[src/rtl/mono_page_framebuffer_draw_defines.svh]
// Assertion macros shared by the frame store modules.
`ifndef MONO_PAGE_FRAMEBUFFER_DRAW_DEFINES_SVH
`define MONO_PAGE_FRAMEBUFFER_DRAW_DEFINES_SVH

// The consequent must hold in the same cycle as the antecedent.
`define MPFB_ASSERT_IMPL(label, clk, rst, ante, cons) \
  label: assert property (@(posedge clk) disable iff (rst) (ante) |-> (cons)) \
    else $error("mpfb assertion failed");

// The consequent must hold in the cycle after the antecedent.
`define MPFB_ASSERT_NEXT(label, clk, rst, ante, cons) \
  label: assert property (@(posedge clk) disable iff (rst) (ante) |=> (cons)) \
    else $error("mpfb assertion failed");

`endif

[src/rtl/mpfb_pkg.sv]
package mpfb_pkg;

  // Action codes carried on the action input.
  localparam logic [2:0] ACT_PIXEL = 3'd0;
  localparam logic [2:0] ACT_HLINE = 3'd1;
  localparam logic [2:0] ACT_VLINE = 3'd2;
  localparam logic [2:0] ACT_RECT  = 3'd3;
  localparam logic [2:0] ACT_CLEAR = 3'd4;
  localparam logic [2:0] ACT_READ  = 3'd5;

  // Sequencer states.
  typedef enum logic [2:0] {
    ST_INIT,
    ST_IDLE,
    ST_DRAW,
    ST_FILL,
    ST_READ,
    ST_DONE
  } state_t;

  // Memory operations.
  typedef enum logic [1:0] {
    MOP_RMW,
    MOP_FILL,
    MOP_READ
  } mem_op_t;

  // One memory access issued by the sequencer.
  typedef struct packed {
    logic       valid;
    mem_op_t    op;
    logic [7:0] mask;
    logic       lit;
  } mem_req_t;

  // Status of the sequencer toward the top level.
  typedef struct packed {
    logic busy;
    logic done;
    logic rd_sel;
  } ctrl_status_t;

  // Bit mask for rows row_lo..row_hi of one page; row r sits at bit 7-r.
  function automatic logic [7:0] page_mask(input logic [2:0] row_lo, input logic [2:0] row_hi);
    logic [7:0] m;
    m = 8'h00;
    for (int r = 0; r < 8; r++) begin
      m[7-r] = (3'(r) >= row_lo) && (3'(r) <= row_hi);
    end
    return m;
  endfunction

endpackage

[src/rtl/mpfb_ctrl.sv]
`include "mono_page_framebuffer_draw_defines.svh"

module mpfb_ctrl #(
  parameter int WIDTH      = 128,
  parameter int PAGE_COUNT = 8
) (
  input  logic                                      clk,
  input  logic                                      rst,
  input  logic                                      start,
  input  logic [2:0]                                action,
  input  logic [6:0]                                x_start,
  input  logic [5:0]                                y_start,
  input  logic [6:0]                                x_end,
  input  logic [5:0]                                y_end,
  input  logic                                      color,
  input  logic [9:0]                                read_index,
  output mpfb_pkg::mem_req_t                        req,
  output logic [$clog2(WIDTH*PAGE_COUNT)-1:0]       req_addr,
  output mpfb_pkg::ctrl_status_t                    status
);

  localparam int DEPTH  = WIDTH * PAGE_COUNT;
  localparam int ADDR_W = $clog2(DEPTH);
  localparam int SUM_W  = (ADDR_W > 10) ? ADDR_W : 10;
  localparam logic [ADDR_W-1:0] LAST_ADDR   = ADDR_W'(DEPTH - 1);
  localparam logic [ADDR_W-1:0] WIDTH_A     = ADDR_W'(WIDTH);
  localparam logic [8:0]        WIDTH_9     = 9'(WIDTH);
  localparam logic [4:0]        PAGES_5     = 5'(PAGE_COUNT);
  localparam logic [12:0]       DEPTH_13    = 13'(DEPTH);
  localparam logic [6:0]        X_LAST      = 7'(WIDTH - 1);
  localparam logic [2:0]        PAGE_LAST   = 3'(PAGE_COUNT - 1);

  mpfb_pkg::state_t  state;
  mpfb_pkg::state_t  state_next;
  logic              accept;

  logic [ADDR_W-1:0] sweep_addr;
  logic              rd_ok;
  logic [ADDR_W-1:0] read_addr;
  logic              lit;
  logic [6:0]        x_lo;
  logic [6:0]        x_hi;
  logic [6:0]        x_cur;
  logic [5:0]        y_lo;
  logic [5:0]        y_hi;
  logic [2:0]        page_cur;
  logic [2:0]        page_hi;
  logic [ADDR_W-1:0] base;

  logic              is_draw;
  logic [6:0]        dec_x_end;
  logic [6:0]        dec_x_hi;
  logic [5:0]        dec_y_hi;
  logic [2:0]        dec_page_hi;
  logic              dec_empty;
  logic              dec_rd_ok;
  logic [ADDR_W-1:0] dec_base;
  logic [SUM_W-1:0]  dec_read_sum;

  logic [2:0]        row_lo;
  logic [2:0]        row_hi;
  logic [SUM_W-1:0]  draw_sum;
  logic              x_last;
  logic              page_last;

  assign accept = start && !status.busy;

  // Decode the incoming command into a clipped column range and row range.
  always_comb begin
    is_draw = (action == mpfb_pkg::ACT_PIXEL) || (action == mpfb_pkg::ACT_HLINE) ||
              (action == mpfb_pkg::ACT_VLINE) || (action == mpfb_pkg::ACT_RECT);
    case (action)
      mpfb_pkg::ACT_HLINE,
      mpfb_pkg::ACT_RECT:  dec_x_end = (x_end < x_start) ? x_start : x_end;
      default:             dec_x_end = x_start;
    endcase
    case (action)
      mpfb_pkg::ACT_VLINE: dec_y_hi = (y_end < y_start) ? y_start : y_end;
      mpfb_pkg::ACT_RECT:  dec_y_hi = y_end;
      default:             dec_y_hi = y_start;
    endcase
    dec_x_hi    = ({2'b00, dec_x_end} >= WIDTH_9) ? X_LAST : dec_x_end;
    dec_page_hi = ({2'b00, dec_y_hi[5:3]} >= PAGES_5) ? PAGE_LAST : dec_y_hi[5:3];
    dec_empty   = ((action == mpfb_pkg::ACT_RECT) && (y_end < y_start)) ||
                  ({2'b00, x_start} >= WIDTH_9) ||
                  ({2'b00, y_start[5:3]} >= PAGES_5);
    dec_base    = ADDR_W'((PAGE_COUNT - 1 - int'(y_start[5:3])) * WIDTH);
    dec_rd_ok   = (action == mpfb_pkg::ACT_READ) && ({3'b000, read_index} < DEPTH_13);
    dec_read_sum = SUM_W'(read_index);
  end

  // Current draw position and its row mask.
  always_comb begin
    row_lo    = (page_cur == y_lo[5:3]) ? y_lo[2:0] : 3'd0;
    row_hi    = (page_cur == y_hi[5:3]) ? y_hi[2:0] : 3'd7;
    draw_sum  = SUM_W'(base) + SUM_W'(x_cur);
    x_last    = (x_cur == x_hi);
    page_last = (page_cur == page_hi);
  end

  // Next state.
  always_comb begin
    state_next = state;
    case (state)
      mpfb_pkg::ST_INIT: begin
        if (sweep_addr == LAST_ADDR) state_next = mpfb_pkg::ST_IDLE;
      end
      mpfb_pkg::ST_FILL: begin
        if (sweep_addr == LAST_ADDR) state_next = mpfb_pkg::ST_DONE;
      end
      mpfb_pkg::ST_DRAW: begin
        if (x_last && page_last) state_next = mpfb_pkg::ST_DONE;
      end
      mpfb_pkg::ST_READ: begin
        state_next = mpfb_pkg::ST_DONE;
      end
      mpfb_pkg::ST_IDLE,
      mpfb_pkg::ST_DONE: begin
        if (start) begin
          if (is_draw && !dec_empty) begin
            state_next = mpfb_pkg::ST_DRAW;
          end else if (action == mpfb_pkg::ACT_CLEAR) begin
            state_next = mpfb_pkg::ST_FILL;
          end else if (action == mpfb_pkg::ACT_READ) begin
            state_next = mpfb_pkg::ST_READ;
          end else begin
            state_next = mpfb_pkg::ST_DONE;
          end
        end else begin
          state_next = mpfb_pkg::ST_IDLE;
        end
      end
      default: state_next = mpfb_pkg::ST_IDLE;
    endcase
  end

  // Outputs: memory request and status.
  always_comb begin
    req          = '0;
    req.op       = mpfb_pkg::MOP_READ;
    req_addr     = read_addr;
    status       = '0;
    status.rd_sel = rd_ok;
    case (state)
      mpfb_pkg::ST_INIT: begin
        req.valid   = 1'b1;
        req.op      = mpfb_pkg::MOP_FILL;
        req.lit     = 1'b0;
        req_addr    = sweep_addr;
        status.busy = 1'b1;
      end
      mpfb_pkg::ST_FILL: begin
        req.valid   = 1'b1;
        req.op      = mpfb_pkg::MOP_FILL;
        req.lit     = lit;
        req_addr    = sweep_addr;
        status.busy = 1'b1;
      end
      mpfb_pkg::ST_DRAW: begin
        req.valid   = 1'b1;
        req.op      = mpfb_pkg::MOP_RMW;
        req.mask    = mpfb_pkg::page_mask(row_lo, row_hi);
        req.lit     = lit;
        req_addr    = draw_sum[ADDR_W-1:0];
        status.busy = 1'b1;
      end
      mpfb_pkg::ST_READ: begin
        req.valid   = rd_ok;
        status.busy = 1'b1;
      end
      mpfb_pkg::ST_DONE: begin
        status.done = 1'b1;
      end
      default: begin
        status.busy = 1'b0;
      end
    endcase
  end

  // State register.
  always_ff @(posedge clk) begin
    if (rst) begin
      state <= mpfb_pkg::ST_INIT;
    end else begin
      state <= state_next;
    end
  end

  // Sweep counter and read selection; restarted at reset and on accept.
  always_ff @(posedge clk) begin
    if (rst) begin
      sweep_addr <= '0;
      rd_ok      <= 1'b0;
    end else if (accept) begin
      sweep_addr <= '0;
      rd_ok      <= dec_rd_ok;
    end else if (state == mpfb_pkg::ST_INIT || state == mpfb_pkg::ST_FILL) begin
      sweep_addr <= sweep_addr + 1'b1;
    end
  end

  // Command registers and the column/page walk of a draw.
  always_ff @(posedge clk) begin
    if (accept) begin
      lit       <= color;
      x_lo      <= x_start;
      x_cur     <= x_start;
      x_hi      <= dec_x_hi;
      y_lo      <= y_start;
      y_hi      <= dec_y_hi;
      page_cur  <= y_start[5:3];
      page_hi   <= dec_page_hi;
      base      <= dec_base;
      read_addr <= dec_read_sum[ADDR_W-1:0];
    end else if (state == mpfb_pkg::ST_DRAW) begin
      if (!x_last) begin
        x_cur <= x_cur + 7'd1;
      end else if (!page_last) begin
        x_cur    <= x_lo;
        page_cur <= page_cur + 3'd1;
        base     <= base - WIDTH_A;
      end
    end
  end

  `MPFB_ASSERT_IMPL(a_no_req_when_idle, clk, rst, (state == mpfb_pkg::ST_IDLE) || (state == mpfb_pkg::ST_DONE), !req.valid)
  `MPFB_ASSERT_IMPL(a_draw_in_range, clk, rst, state == mpfb_pkg::ST_DRAW, (x_cur >= x_lo) && (x_cur <= x_hi) && (page_cur <= page_hi))
  `MPFB_ASSERT_IMPL(a_req_in_store, clk, rst, req.valid, req_addr <= LAST_ADDR)

endmodule

[config.mk]
export PLATFORM = sky130hd
export DESIGN_NAME = mpfb_ctrl
export DESIGN_NICKNAME = d
export VERILOG_FILES = /design/src/rtl/mpfb_pkg.sv /design/src/rtl/mpfb_ctrl.sv
export VERILOG_INCLUDE_DIRS = /design/src /design/src/rtl
export SDC_FILE = /design/constraint.sdc
export NUM_CORES = 1
export LEC_CHECK = 0
export BUFFER_PORTS_ARGS = -buffer_cell sky130_fd_sc_hd__buf_2
export CAP_MARGIN = 20
export CORE_ASPECT_RATIO = 0.5
export CORE_UTILIZATION = 50
export DETAILED_ROUTE_END_ITERATION = 8
export GPL_ROUTABILITY_DRIVEN = 0
export PLACE_DENSITY = 0.76
export SYNTH_ARGS = -nofsm -noshare
export SYNTH_HDL_FRONTEND = slang
export SYNTH_SLANG_ARGS = --single-unit
[constraint.sdc]
create_clock -name clk -period 2.45 [get_ports clk]
set_clock_uncertainty 0.2 [all_clocks]
set_input_delay 0.1225 -clock clk [delete_from_list [all_inputs] [get_ports clk]]
set_output_delay 0.1225 -clock clk [all_outputs]
set_load 0.005 [all_outputs]
==> impl_metrics.sql, run 1 <==
INSERT INTO impl_metrics (metric_group, metric, value, unit) VALUES
('power_and_ir_drop', 'power.density_cell_area', '774', 'nW/um^2'),
('floorplan', 'floorplan.rows', '21', ''),
('finish', 'mostFrequentLayoutCell', 'sky130_fd_sc_hd__buf_2', ''),
('synth', 'netlist_area', '3520', 'sq um'),
('timing', 'fin_setup_tns', '0', 'ns'),
('finish', 'final_design_area_no_fill', '4720', 'sq um'),
('power_and_ir_drop', 'clockPowerShare', '31.8', '%'),
('power_and_ir_drop', 'internal-power', '2.50', 'mW'),
('floorplan', 'initial_utilization', '52.1', '%'),
('cts', 'tritoncts_num_sinks', '64', ''),
('global_routing', 'global_route_wire_length_before_repair', '13.5', 'mm'),
('drt', 'postRouteAntennaNets', '0', ''),
('power_and_ir_drop', 'sw_frac_of_total', '31.5', '%'),
('cts', 'worst_setup_hold_path_clk_slew', '0.05', 'ns'),
('timing', 'period_share', '96.2', '%'),
('power_and_ir_drop', 'p_leak', '1.94', 'nW'),
('drt', 'topRoutingLayerUsed', 'met4', ''),
('synth', 'asyncSetResetFlopFracSynth', '0', '%'),
('synth', 'ys.flop_type', 'sky130_fd_sc_hd__edfxtp_1', ''),
('cts', 'cts.root.buffer_cell', 'sky130_fd_sc_hd__clkbuf_16', ''),
('worst_setup_path', 'timing.critical_path.to_type', 'register', ''),
('floorplan', 'dieHeight', '61.3', 'microns'),
('place', 'port_buffers', '67', ''),
('timing', 'tightest_slew', '0.737', 'ns'),
('synth', 'synth-seq-cells', '64', ''),
('floorplan', 'floorplan.die_area', '7390', 'sq um'),
('timing', 'fmaxAchievable', '424', 'MHz'),
('power_and_ir_drop', 'sequentialPowerShare', '41.1', '%'),
('drt', 'drc', '0', ''),
('finish', 'nNetsFinal', '506', ''),
('place', 'placed_wire_length_estimate', '5.84', 'mm'),
('worst_setup_path', 'path_max_fanout', '3', ''),
('floorplan', 'design.portCount', '68', ''),
('hold_path', 'hold_class', 'register to register', ''),
('global_routing', 'grt_start_max_net_pins', '28', ''),
('drt', 'vias', '2947', ''),
('worst_setup_path', 'arrival', '2.38', 'ns'),
('global_routing', 'grt_remaining_overflow', '0', ''),
('synth', 'yosysUniqueCellTypes', '42', ''),
('cts', 'numCtsBuffers', '9', ''),
('synth', 'edff_count_synth', '50', ''),
('worst_setup_path', 'setup.worst_path.start_class', 'primary input', ''),
('synth', 'syn_nets', '385', ''),
('cts', 'clkLatencyLatePin', '0.33', 'ns'),
('worst_setup_path', 'worstPathRequired', '2.47', 'ns'),
('drt', 'routed_via_density', '5.41', ''),
('status', 'run_status', 'complete, no violations', ''),
('power_and_ir_drop', 'peak_ir_drop_on_the_vdd_network', '0.000395', 'V'),
('power_and_ir_drop', 'switchingPower', '1.15', 'mW'),
('synth', 'yosysWarningCount', '0', ''),
('drt', 'post_detailed_routing_wire_length', '8.61', 'mm'),
('timing', 'rsz0062_at_grt', 'false', ''),
('finish', 'antenna_cells', '0', ''),
('run', 'cap_viol_max_count', '0', ''),
('cts', 'clock_tree.htree_level_count', '3', ''),
('place', 'dpl_cell_area', '3990', 'sq um'),
('floorplan', 'die_x', '121', 'microns'),
('global_routing', 'number_of_antenna_violations_at_the_first_check_in_global_routing', '0', ''),
('global_routing', 'grt_pass1_vias', '2763', ''),
('finish', 'final_cell_count_no_fill', '545', ''),
('timing', 'timing.final.max_slew_violations', '0', ''),
('drt', 'drt-wirelength-per-cell', '15.8', 'microns'),
('drt', 'met3WireLength', '365', 'microns'),
('place', 'place_inst', '486', ''),
('synth', 'ys_seq_area_share', '50.7', '%'),
('synth', 'syn-mean-instance-area', '10.8', 'sq um'),
('finish', 'mostFrequentLayoutCells', '67 x sky130_fd_sc_hd__buf_2, 50 x sky130_fd_sc_hd__edfxtp_1, 43 x sky130_fd_sc_hd__dlygate4sd3_1', ''),
('drt', 'drt_first_pass_iters', '4', ''),
('timing', 'hold_viol', '0', ''),
('worst_setup_path', 'worstSetupPathType', 'primary input to register', ''),
('timing', 'worst_slew_margin_rel', '50.4', '%');
cell usage after synthesis (5+ instances only):
| cell | count | area (sq um) |
|---|---|---|
| sky130_fd_sc_hd__nand2b_1 | 5 | 31.3 |
| sky130_fd_sc_hd__xnor2_1 | 12 | 105 |
| sky130_fd_sc_hd__nand2_1 | 35 | 131 |
| sky130_fd_sc_hd__mux2i_1 | 8 | 80.1 |
| sky130_fd_sc_hd__a22oi_1 | 10 | 75.1 |
| sky130_fd_sc_hd__o21ai_0 | 24 | 120 |
| sky130_fd_sc_hd__nor2_1 | 21 | 78.8 |
| sky130_fd_sc_hd__inv_1 | 15 | 56.3 |
| sky130_fd_sc_hd__edfxtp_1 | 50 | 1500 |
| sky130_fd_sc_hd__a21oi_1 | 12 | 60.1 |
| sky130_fd_sc_hd__a211oi_1 | 5 | 37.5 |
| sky130_fd_sc_hd__mux2_2 | 13 | 146 |
| sky130_fd_sc_hd__nand3_1 | 6 | 30.0 |
| sky130_fd_sc_hd__nor3_1 | 7 | 35.0 |
| sky130_fd_sc_hd__xor2_1 | 18 | 158 |
| sky130_fd_sc_hd__dfxtp_1 | 14 | 280 |
| sky130_fd_sc_hd__nand4_1 | 6 | 37.5 |
| sky130_fd_sc_hd__ha_1 | 15 | 188 |
cell type report:
| cell class | count | area (sq um) |
|---|---|---|
| inverter | 16 | 60.1 |
| multi-input combinational | 235 | 1610 |
| fill | 477 | 2040 |
| sequential | 64 | 1780 |
| clock buffer | 9 | 225 |
| timing repair buffer | 122 | 872 |
| clock inverter | 7 | 48.8 |
| tap | 92 | 115 |
worst paths after layout:
check | start | end | cells past startpoint
max reg2reg | x_cur[3] | x_cur[2] | 5
max | y_start[4] | state[0] | 9
min | rd_ok | rd_ok | 2
min reg2reg | rd_ok | rd_ok | 2
per-layer routing:
layer	track usage, %	vias up
met1	32.1	1435
li1	-	1436
met2	42.0	67
met5	0	-
met3	5.46	9
met4	7.76	0
flip-flops by register name (all words and copies together), names as in the netlist:
name        flops
state           3
page_cur        3
x_hi            7
x_cur           7
x_lo            7
y_hi            6
sweep_addr     10
base            3
y_lo            6
read_addr      10
lit             1
rd_ok           1
worst max-delay path: stages:
cell and delay [ns]:
sky130_fd_sc_hd__dlygate4sd3_1 0.53, sky130_fd_sc_hd__buf_2 0.11, sky130_fd_sc_hd__inv_1 0.05, sky130_fd_sc_hd__ha_1 0.34, sky130_fd_sc_hd__a21o_1 0.21, sky130_fd_sc_hd__a211o_1 0.30
sky130_fd_sc_hd__a41oi_2 0.26, sky130_fd_sc_hd__a211oi_1 0.10, sky130_fd_sc_hd__a2111oi_1 0.34
per-stage QoR:
stage | hold WS [ns] | worst slack [ns] | util [%] | power (mW)
floorplan | -0.00843 | 0.132 | - | 2.09
global placement | 0.0985 | 0.308 | 59.0 | 2.39
detailed placement | 0.101 | 0.210 | 59.0 | 2.43
CTS | 0.287 | 0.0496 | 69.5 | 3.63
global route | 0.308 | 0.0100 | 69.9 | 3.85
finish | 0.292 | 0.0926 | 69.9 | 3.65
cell families after synthesis:
group | share of synthesized area (%)
AOI/OAI and AO/OA | 12.0
xor gates and xnor gates | 7.47
adders and majority gates | 5.34
buffers and inverters | 4.13
DFF | 50.7
muxes | 6.44
and+or+nand+nor | 14.0
repair_timing:
item                                   CTS  global route
endpoints found under the hold margin   50             0
setup endpoints to repair                1             9
resized for setup                        1             5
pin swaps                                0             1
hold buffers                            43             0
power groups by stage:
stage	clock network (mW)	logic, mW	registers, mW
finish	1.16	0.992	1.50
global route	1.22	1.11	1.52
CTS	1.17	0.973	1.49
detailed placement	0	0.914	1.51
global placement	0	0.883	1.51
floorplan	0	0.618	1.47
Note: power is estimated with default switching activity, not from simulation.
==> inputs of run 2 (changes only) <==
==> constraint.sdc (replaced) <==
create_clock -name clk -period 2.45 [get_ports clk]
set_clock_uncertainty 0.2 [all_clocks]
set_input_delay 0.3675 -clock clk [delete_from_list [all_inputs] [get_ports clk]]
set_output_delay 0.3675 -clock clk [all_outputs]
set_load 0.005 [all_outputs]
==> run 2 against run 1 <==
Effect of this change: clock-buffer cell count is 1 higher; cell count is 6.6% lower; sequential power hardly changed; flip-flop and latch count stayed put; hold slack worse by 0.28 ns; maximum frequency is 1.2% higher; utilization is 5.3 points lower; critical path depth is 4 lower; largest cell class unchanged.
==> impl_metrics.sql, run 2 (synthesis results as in run 1) <==
INSERT INTO impl_metrics (metric_group, metric, value, unit) VALUES
('global_routing', 'global_route_wire_length_before_repair', '12.2', 'mm'),
('place', 'placed_wire_length_estimate', '5.77', 'mm'),
('power_and_ir_drop', 'internal-power', '2.64', 'mW'),
('finish', 'area_growth', '24.0', '%'),
('power_and_ir_drop', 'clockPowerShare', '35.9', '%'),
('cts', 'clkLatencyLatePin', '0.33', 'ns'),
('drt', 'routed_via_density', '5.40', ''),
('worst_setup_path', 'arrival', '1.76', 'ns'),
('drt', 'post_detailed_routing_wire_length', '7.68', 'mm'),
('power_and_ir_drop', 'switchingPower', '1.14', 'mW'),
('worst_setup_path', 'timing.rr.start', 'x_cur[1]', ''),
('worst_setup_path', 'worstPathRequired', '1.88', 'ns'),
('power_and_ir_drop', 'peak_ir_drop_on_the_vdd_network', '0.000367', 'V'),
('power_and_ir_drop', 'p_comb_share', '24.9', '%'),
('cts', 'tritoncts', 'built', ''),
('global_routing', 'combined_global_route_utilization_of_all_metal_layers', '22.1', '%'),
('worst_setup_path', 'timing.critical_path.to_type', 'primary output', ''),
('cts', 'cts.root.buffer_cell', 'sky130_fd_sc_hd__clkbuf_16', ''),
('floorplan', 'die_x', '121', 'microns'),
('cts', 'holdBufCountCts', '0', ''),
('timing', 'setup-violations-final', '0', ''),
('finish', 'mostFrequentLayoutCells', '67 x sky130_fd_sc_hd__buf_2, 50 x sky130_fd_sc_hd__edfxtp_1, 35 x sky130_fd_sc_hd__nand2_1', ''),
('worst_setup_path', 'worst-r2r-setup-slack', '0.19', 'ns'),
('timing', 'tightest_slew', '0.606', 'ns'),
('global_routing', 'grt_remaining_overflow', '0', ''),
('status', 'run_status', 'complete, no violations', ''),
('power_and_ir_drop', 'sw_frac_of_total', '30.2', '%'),
('worst_setup_path', 'path_max_fanout', '4', ''),
('cts', 'max-clock-path-buffers', '2', ''),
('cts', 'worst_setup_hold_path_clk_slew', '0.06', 'ns'),
('global_routing', 'grt_pass1_vias', '2542', ''),
('cts', 'numCtsBuffers', '9', ''),
('place', 'port_buffers', '67', ''),
('finish', 'top_regs', 'read_addr (10), sweep_addr (10)', ''),
('worst_setup_path', 'timing.critical_path.buf_inv', '1', ''),
('worst_setup_path', 'worstSetupStartpoint', 'page_cur[0]', ''),
('timing', 'period_share', '95.1', '%'),
('timing', 'worst_slew_margin_rel', '59.3', '%'),
('finish', 'ff_latch_area', '1780', 'sq um'),
('worst_setup_path', 'crit_path_cell_trace', 'xor2_1 -> nor3_2 -> and2_1 -> a311oi_1 -> buf_2', ''),
('hold_path', 'hold_class', 'primary input to register', ''),
('finish', 'nNetsFinal', '470', ''),
('drt', 'postRouteAntennaNets', '0', ''),
('finish', 'drive_above_1_share', '29.3', '%'),
('timing', 'fin_setup_tns', '0', 'ns'),
('floorplan', 'initial_utilization', '52.1', '%'),
('timing', 'hold_viol', '0', ''),
('timing', 'worst_hold_slack_after_final_layout', '0.00904', 'ns'),
('global_routing', 'number_of_antenna_violations_at_the_first_check_in_global_routing', '0', ''),
('finish', 'mostFrequentLayoutCell', 'sky130_fd_sc_hd__buf_2', ''),
('power_and_ir_drop', 'p_leak', '1.82', 'nW'),
('timing', 'fin_crit', '2.33', 'ns'),
('finish', 'antenna_cells', '0', ''),
('timing', 'fmaxAchievable', '429', 'MHz'),
('timing', 'rsz0062_at_grt', 'false', ''),
('global_routing', 'grt_start_max_net_pins', '28', ''),
('worst_setup_path', 'setup.worst_path.start_class', 'register', ''),
('floorplan', 'floorplan.rows', '21', ''),
('power_and_ir_drop', 'power.density_cell_area', '869', 'nW/um^2'),
('drt', 'first_iter_violations', '207', ''),
('drt', 'vias', '2751', ''),
('floorplan', 'dieHeight', '61.3', 'microns'),
('worst_setup_path', 'worst_path_max_delay_cell', 'sky130_fd_sc_hd__edfxtp_1', ''),
('hold_path', 'hold_start', 'read_index[7]', ''),
('timing', 'timing.final.max_slew_violations', '0', ''),
('power_and_ir_drop', 'sequentialPowerShare', '39.2', '%'),
('floorplan', 'design.portCount', '68', ''),
('drt', 'drt_first_pass_iters', '4', ''),
('worst_setup_path', 'critical_path.top_delay_family', 'simple AND/OR/NAND/NOR gates', ''),
('worst_setup_path', 'critical-path-max-stage-delay', '0.47', 'ns'),
('drt', 'drc', '0', ''),
('cts', 'clock_tree.htree_level_count', '3', ''),
('worst_setup_path', 'worstSetupPathType', 'register to primary output', ''),
('cts', 'tritoncts_num_sinks', '64', ''),
('run', 'cap_viol_max_count', '0', ''),
('floorplan', 'core_area', '6750', 'sq um'),
('finish', 'fillerInstances', '526', ''),
('floorplan', 'floorplan.die_area', '7390', 'sq um'),
('drt', 'drt-wirelength-per-cell', '15.1', 'microns'),
('finish', 'area_of_combinational_cells_with_multiple_inputs', '1600', 'sq um');
==> run 2: cell count changes in the layout (fill, tap and decap cells not counted), moves of 2 or more <==
cell,change
sky130_fd_sc_hd__inv_6,+3
sky130_fd_sc_hd__clkinv_2,-3
sky130_fd_sc_hd__clkinv_4,-2
sky130_fd_sc_hd__buf_4,+9
sky130_fd_sc_hd__dlygate4sd3_1,-43
==> run 2: final cells by class <==
cell class                 instances  share of cell area (%)
clock buffer                      10                    5.74
clock inverter                     6                    1.66
inverter                          16                    1.38
multi-input combinational        235                    36.8
sequential                        64                    40.9
tap                               92                    2.64
timing repair buffer              86                    11.0
==> run 2: path summary, 6_finish.rpt <==
check,end,cells past startpoint
worst max-delay path,req[2],5
worst min-delay path,read_addr[7],1
worst max register to register,x_cur[2],5
worst min register to register,rd_ok,2
==> run 2: what timing repair did <==
| action | CTS | global route |
|---|---|---|
| setup buffers | 0 | 1 |
| endpoints found under the setup margin | 4 | 10 |
| endpoints found under the hold margin | 0 | 0 |
| cloned | 0 | 0 |
| pin swaps | 0 | 1 |
| gates resized for setup | 2 | 2 |
==> run 2: through the flow <==
step | cell area (sq um) | total power, mW | util (%) | cells | setup slack (ns)
2_1_floorplan | 3520 | 2.09 | - | 327 | 0.132
3_3_place_gp | 4020 | 2.39 | 59.5 | 492 | 0.182
3_5_place_dp | 4020 | 2.43 | 59.5 | 492 | 0.0284
4_1_cts | 4350 | 3.79 | 64.4 | 508 | 0.0692
5_1_grt | 4360 | 3.98 | 64.6 | 509 | 0.00691
6_report | 4360 | 3.79 | 64.6 | 509 | 0.120
==> run 2: routing by layer <==
metal  global-route usage [%]  wire length [microns]
met5                        0                      0
met4                     4.94                    102
met3                     6.48                    437
met2                     36.6                   3530
met1                     29.3                   3610
==> run 2: worst register-to-register path: stages, from the launching register on <==
cell and delay, ns:
sky130_fd_sc_hd__edfxtp_1 0.40, sky130_fd_sc_hd__xor2_1 0.18, sky130_fd_sc_hd__nor4_1 0.27, sky130_fd_sc_hd__nand4_1 0.27
sky130_fd_sc_hd__o21a_1 0.30, sky130_fd_sc_hd__or2_1 0.35
==> run 2: power groups by stage <==
stage / clock network (mW) / registers [mW] / logic, mW
finish: 1.36 / 1.48 / 0.944
global route: 1.42 / 1.50 / 1.06
CTS: 1.37 / 1.48 / 0.935
detailed placement: 0 / 1.50 / 0.924
global placement: 0 / 1.50 / 0.894
floorplan: 0 / 1.47 / 0.618
